File: src/hdl/cmap_pkg.sv
// Package for the colour map lookup: sizes, codes and shared types.
// Used by every module of the block; depends on nothing.
package cmap_pkg;
    localparam int TableDepth = 256;
    localparam int IdxW      = $clog2(TableDepth);
    localparam int CntW      = IdxW + 1;
    localparam int FracBits  = 16;
    localparam int KeyW      = 32;
    localparam int ChanW     = 16;
    localparam int ColW      = 3 * ChanW;

    localparam logic CmdLoad   = 1'b0;
    localparam logic CmdLookup = 1'b1;

    localparam logic [0:0] RegEntries = 1'b0;
    localparam logic [0:0] RegNearest = 1'b1;

    // One step of the restoring divider handed between cells.
    typedef struct packed {
        logic                  vld;
        logic [KeyW:0]         rem;
        logic [FracBits:0]     quo;
    } div_step_t;
endpackage

File: src/hdl/cmap_div_cell.sv
// One cell of the divider chain: a registered restoring division step.
// Depends on cmap_pkg.
module cmap_div_cell (
    input  logic                aclk,
    input  logic                aresetn,
    input  logic [cmap_pkg::KeyW:0] den,
    input  cmap_pkg::div_step_t d_in,
    output cmap_pkg::div_step_t d_out
);
    import cmap_pkg::*;

    div_step_t    step_reg;
    logic [KeyW+1:0] shifted;
    logic [KeyW+1:0] diff;

    // Shift the remainder and try to subtract the divisor.
    always_comb begin
        shifted = {d_in.rem, 1'b0};
        diff    = shifted - {1'b0, den};
    end

    always_ff @(posedge aclk) begin
        if (!aresetn) begin
            step_reg.vld <= 1'b0;
        end else begin
            step_reg.vld <= d_in.vld;
        end
        if (!diff[KeyW+1]) begin
            step_reg.rem <= diff[KeyW:0];
            step_reg.quo <= {d_in.quo[FracBits-1:0], 1'b1};
        end else begin
            step_reg.rem <= shifted[KeyW:0];
            step_reg.quo <= {d_in.quo[FracBits-1:0], 1'b0};
        end
    end

    assign d_out = step_reg;
endmodule

File: src/hdl/cmap_divider.sv
// Chain of divider cells giving a Q0.16 fraction of num / den (num < den).
// Depends on cmap_pkg and cmap_div_cell.
module cmap_divider (
    input  logic                    aclk,
    input  logic                    aresetn,
    input  logic                    start,
    input  logic [cmap_pkg::KeyW:0] num,
    input  logic [cmap_pkg::KeyW:0] den,
    output logic                    done,
    output logic [cmap_pkg::FracBits:0] quo
);
    import cmap_pkg::*;

    div_step_t chain [0:FracBits];

    // The first element carries the dividend; each cell adds a quotient bit.
    assign chain[0].vld = start;
    assign chain[0].rem = num;
    assign chain[0].quo = '0;

    for (genvar g = 0; g < FracBits; g++) begin : g_cell
        cmap_div_cell u_cell (
            .aclk   (aclk),
            .aresetn(aresetn),
            .den    (den),
            .d_in   (chain[g]),
            .d_out  (chain[g+1])
        );
    end

    assign done = chain[FracBits].vld;
    assign quo  = chain[FracBits].quo;
endmodule

File: config.mk
export PLATFORM = sky130hd
export DESIGN_NAME = cmap_divider
export DESIGN_NICKNAME = d
export VERILOG_FILES = /design/src/hdl/cmap_pkg.sv /design/src/hdl/cmap_div_cell.sv /design/src/hdl/cmap_divider.sv
export SDC_FILE = /design/constraint.sdc
export NUM_CORES = 2
export LEC_CHECK = 0
export BUFFER_PORTS_ARGS = -buffer_cell sky130_fd_sc_hd__clkbuf_2
export CORE_UTILIZATION = 30
export CTS_CLUSTER_SIZE = 14
export DETAILED_ROUTE_END_ITERATION = 6
export PLACE_DENSITY_LB_ADDON = 0.12
export REMOVE_ABC_BUFFERS = 1
export SYNTH_ARGS = -nofsm -noshare
export SYNTH_HDL_FRONTEND = slang
export SYNTH_SLANG_ARGS = --single-unit
File: constraint.sdc
create_clock -name aclk -period 4.7 [get_ports aclk]
set_input_delay 0.94 -clock aclk [delete_from_list [all_inputs] [get_ports aclk]]
set_output_delay 0.94 -clock aclk [all_outputs]
set_load 0.03 [all_outputs]
# Yosys cells after proc, flatten, opt, wreduce, memory -nomap -nowiden
# Cells that the tools add are included.
totals:
  ff_bits: 768
  latchBits: 0
  mem_bits_rw: 0
  rom_bits: 0
  in_bits: 69
  output_inout_bits: 18
  mem_count: 0
classes:
  n_addsub: 16
  mul: 0
  n_div: 0
  order_cmp: 0
  n_eq_ne: 0
  shifts: 0
  muxes: 16
  bitwise: 0
  reduce_logical: 0
op_table:
  columns: ["operator", "n"]
  rows:
  - ["50-bit two-way mux", 15]
  - ["34-bit by 33-bit subtractor with 34-bit output", 16]
  - ["1-bit two-way mux", 1]

# Logic depth before layout (Yosys ltp)
depth:
  ltp_word: 2
  ltp_mapped: 15
  ltp_nobuf: 13

# Modules after synthesis
# A second synthesis with hierarchy kept.
hier_totals:
  cells_unflattened: 6125
  area_unflattened_um2: 56005.0
modules_own_cells:
  columns: ["mod", "instances", "cells_each", "area_per_inst_um2"]
  rows:
  - ["cmap_div_cell (g_cell[1].u_cell ...)", 9, 372, 3464.6]
  - ["cmap_div_cell (g_cell[11].u_cell ...)", 5, 408, 3584.7]
  - ["cmap_div_cell (g_cell[0].u_cell ...)", 2, 368, 3448.3]
  - ["cmap_divider", 1, 1, 3.8]

# Worst setup path before layout
# Ideal clock, no wire load.
synth_timing:
  path_type: "in2reg"
  startpoint: "in den[1] (netlist bit)"
  endpoint: "reg g_cell[13].u_cell.step_reg, in the netlist g_cell[13].u_cell.d_out[22]"
  setup_ps: 121
  t_arrival_ps: 4119
  setup_slack_ps: 460
  stages: 14
  cell_sequence: "inv_1 ha_1 nor2b_1 o31a_1 o21ai_2 o311ai_2 o31ai_4 o41ai_2 a31o_2 a31o_2 a21oi_2 xnor2_2 buf_2 mux2_2"
synth_between:
  elab_chain_cells: 2
synth_rtl:
  columns: ["item", "line_no", "text"]
  rows:
  - ["start: declaration", "cmap_divider.sv:8", "input logic [cmap_pkg::KeyW:0] den,"]
  - ["34-bit by 33-bit subtractor with 34-bit output", "cmap_div_cell.sv:19", "diff = shifted - {1'b0, den};"]
  - ["50-bit two-way mux", "cmap_div_cell.sv:28", "if (!diff[KeyW+1]) begin"]
  - ["end: declaration", "cmap_div_cell.sv:12", "div_step_t step_reg;"]
# No other way between the ends.
# A chain may end at the register's enable or synchronous reset.

# Worst setup path after layout
layout_timing:
  startpoint: "in den[2] (netlist bit)"
  endpoint: "reg g_cell[5].u_cell.step_reg, in the netlist g_cell[5].u_cell.d_out[45]"
layout_between:
  elab_chain_cells: 2
layout_rtl:
  columns: ["item", "line_no"]
  rows:
  - ["34-bit by 33-bit subtractor with 34-bit output", "cmap_div_cell.sv:19"]
  - ["50-bit two-way mux", "cmap_div_cell.sv:28"]
  - ["end: declaration", "cmap_div_cell.sv:12"]
# No other way between the ends.

==> results.md <==
- Post-CTS Setup Bufs: 0
- Largest net degree at the start of global routing: 46
- Switch share: between 30% and 40%
- DIE AREA: 148500 um^2
- Static Leak: 0.02325 uW
- Syn Area/Cell: 9.182 um^2
- IO Pins: 87
- Die Height: 385.4 um
- GPL Wtd Cong: 0.8222
- M1 WL: approximately 51000 um
- Min-Delay Path Class: flip-flop to flip-flop
- Number of synthesized flops with an enable pin: 0
- Max reg flops: 647
- Yosys reg bits: approximately 650
- Top Layer Used: met4
- Hold-fix buffers, CTS: 0
- Cell Count, Final, Fillers Out: 7144
- Critical path fanouts, max: 8
- Total of max-cap violations: 0
- Hold Violations, Final: 0
- DR vias: 35288
- Critical path depth: 17
- Rel. slew slack: 47.78%
- Via density per instance: 4.940
- Seq pwr share: between 20 and 25%
- Final Util: a little over a third
- Detailed placement HPWL: 90890 um
- Bufs on Longest Clock Path: 3
- P_int: 27380 uW
- Worst-path clk slew: roughly 0.060 ns
- Period utilisation layout: 86.55%
- CP max stage cell: a2111oi_0
- DRC violations left: 0
- CTS tree: yes
- Endpoint arrival time on the critical path: 4.62 ns
- Layout cell share with drive strength beyond 1: 19.36%
- CTS Buf Count: 84
- Synth area leader: dfxtp_1
- Run status: finished clean
- Element type at the critical path end: flip-flop
- Largest cells by area after synthesis: dfxtp_1 29%, ha_1 15%, mux2_2 9.9%, xnor2_1 5.4%, a21o_1 5.0%
- Max Clock Freq: 245.8 MHz
- Final setup viols: 0
- Clock share of power: 14.5%
- First-pass GRT wire length: 184400 um
- Number of global-route vias before repair: between 30000 and 40000
- Clock sink count: 647
- Netlist cell types: 98
- CP Buf/Inv Count: 5
- Max IR drop VDD: 334.5 uV
- Placed Instances: 6994
- Top FF cell, synth: dfxtp_1
- CTS resizes: 0
- Clock Skew: between 0.02 and 0.025 ns
- Sequential fraction of the synthesis area: between 20 and 30%
- Synth-to-Final Area Change: 18.03%
- Clock period minus worst slack: 4.068 ns
- Clock Latency Late Sink: 0.68 ns
- Final Net Count: 5759
- Met3 wire len: 2883 um
- Startpoint Class: input port
- CP required: 5.26 ns
- Grt total ovfl: 0
- Pwr Density: 869.9 nW/um^2
- DR WL/cell: 15.78 um
- FFs w/ async S/R, synth: 0%
- Setup CP Type: input port to flip-flop
- FP Rows: between 100 and 150
- Tightest Pin Transition: 0.7636 ns
- PortBufs: between 80 and 90
- Gr usage total: roughly 15%
- Post-Syn Area: about 44000 um^2
- RSZ-0062 raised after global routing: false
- H-Tree Depth: 3
- Worst-path cell chain: clkbuf_2 > inv_1 > buf_12 > buf_4 > ha_1 > nor2b_1 > o2111ai_1 > nand4b_1 > a31o_2 > a21oi_1 > buf_4 > a21oi_1 > a2111oi_0 > o21ai_0 > a311oi_1 > xnor2_1 > mux2_2
- Final wirelength: 112700 um
- Die width: 385.4 um
- NetSw: 17890 uW
- Synth top area share: 29.38%
- First-pass DRT Iterations: 5
- Hold Path Cell Cnt: 0
- Max Slew Vio Count: 0
- Total core area: 145700 um^2
- Root Driver: clkbuf_16
- Cell family with most CP delay: compound AO/OA/AOI/OAI gates
- Routed Antenna Nets: 0
- Initial Util: around 30%
- Drt initial violations: 798
- Synth Instances: ~4800
- R2r worst-path depth: 13
- Gate power share: 63.1%
- Slowest stage delay, CP: 0.49 ns
- Synth warn: 0
- Met2 WL post-DR: around 56000 um
- Layout fillers: 14844
- Number of antenna violations at the first check in global routing: 1
-- kinds of logic (layout without fill, tap and decap cells) --
kind of cell	count (synthesis)	in the layout	synth area share, %
AO/OA/AOI/OAI	1470	1470	21.66
AND/OR/NAND/NOR	1027	1027	11.36
flip-flops	647	647	29.38
adder cells (fa/ha/maj)	527	527	15.21
XOR/XNOR	431	431	8.740
multiplexers	427	427	10.83
buffers and inverters	272	696	2.821
other	1	2	0.008505
-- per-stage QoR --
step | cell area (um^2) | total power, uW | worst slack, ns | hold WS, ns | TNS [ns]
finish | 52040 | 45270 | 0.6321 | 0.3147 | 0
detailed placement | 49210 | 38870 | -0.02993 | 0.3121 | -0.4851
global route | 52040 | 49430 | 0.3179 | 0.3259 | 0
floorplan | 43370 | 31180 | -1.893 | 0.3096 | -113.08
global placement | 49210 | 38870 | -0.01086 | 0.3110 | -0.08478
CTS | 52040 | 45930 | 0.6905 | 0.3191 | 0
-- routing by layer --
metal | track usage, % | up-vias
met5 | 0 | -
met4 | 5.826 | 0
met3 | 1.828 | 200
met2 | 28.03 | 387
met1 | 17.72 | 16336
li1 | - | 18365
-- synth_stat cells (85+ instances only) --
library cell	count
xor2_1	151
ha_1	512
mux2_2	389
a21o_1	295
o21ai_0	285
nor2b_1	91
a21oi_1	413
nor2_1	227
inv_1	136
dfxtp_1	647
nand3_1	85
xnor2_1	271
nand2_1	310
-- power by group through the flow --
stage          Combinational [uW]  Sequential, uW  Clock [uW]
2_1_floorplan               21400            9800           0
3_3_place_gp                28500           10400           0
3_5_place_dp                28600           10200           0
4_1_cts                     28900           10200        6890
5_1_grt                     31900           10500        7080
6_report                    28600           10100        6570
-- worst reg2reg max path: stages, from the launching register on --
cell and delay (ns):
dfxtp_1 0.32, ha_1 0.30, o21ai_0 0.08, a21oi_1 0.29
o311ai_2 0.18, a2111oi_0 0.71, or2_1 0.26, a221o_1 0.20
a21oi_1 0.14, nor4b_1 0.39, nor3_2 0.08, buf_4 0.16
inv_2 0.16, mux2_2 0.36
-- final cells by class --
class                      instances  area (um^2)  share of cell area [%]
sequential                       647        12950                   24.89
multi-input combinational       3883        30020                   57.68
antenna                            1        2.502                0.004808
clock buffer                     118         2464                   4.734
timing repair buffer             409         3321                   6.381
inverter                         138        518.0                  0.9954
clock inverter                    31        369.1                  0.7093
tap                             1917         2399                   4.609
-- worst paths after layout --
check,from,to,slack [ns]
worst max-delay path,den[2],g_cell[5].u_cell.d_out[45]$_DFF_P_,0.63
worst min-delay path,g_cell[5].u_cell.d_out[4]$_DFF_P_,g_cell[6].u_cell.d_out[5]$_DFF_P_,0.31
worst max register to register,g_cell[11].u_cell.d_out[19]$_DFF_P_,g_cell[12].u_cell.d_out[21]$_DFF_P_,0.95
worst min register to register,g_cell[5].u_cell.d_out[4]$_DFF_P_,g_cell[6].u_cell.d_out[5]$_DFF_P_,0.31
-- cell usage in the layout, fill, tap and decap left out, drive strengths merged, types with 12 or more instances in the layout --
cell type  count
a31oi         52
a211oi        35
a21oi        418
o21ai        308
buf          324
mux2         399
nand2b        69
and2          35
o311ai        13
or2           15
a41oi         13
mux2i         28
nand2        311
xnor2        278
clkinv        19
o31a          12
a21o         295
nor3          42
xor2         153
a2111oi       12
nand3         85
ha           512
dfxtp        647
a311oi        19
o31ai         29
nor2b         91
o211ai        32
o21a          82
nor2         227
inv          139
a31o          16
and3          42
a21boi        13
a211o         12
o21bai        41
nand4         50
clkbuf       203
and4          14
fa            15
Power figures use the tool's default switching activity.
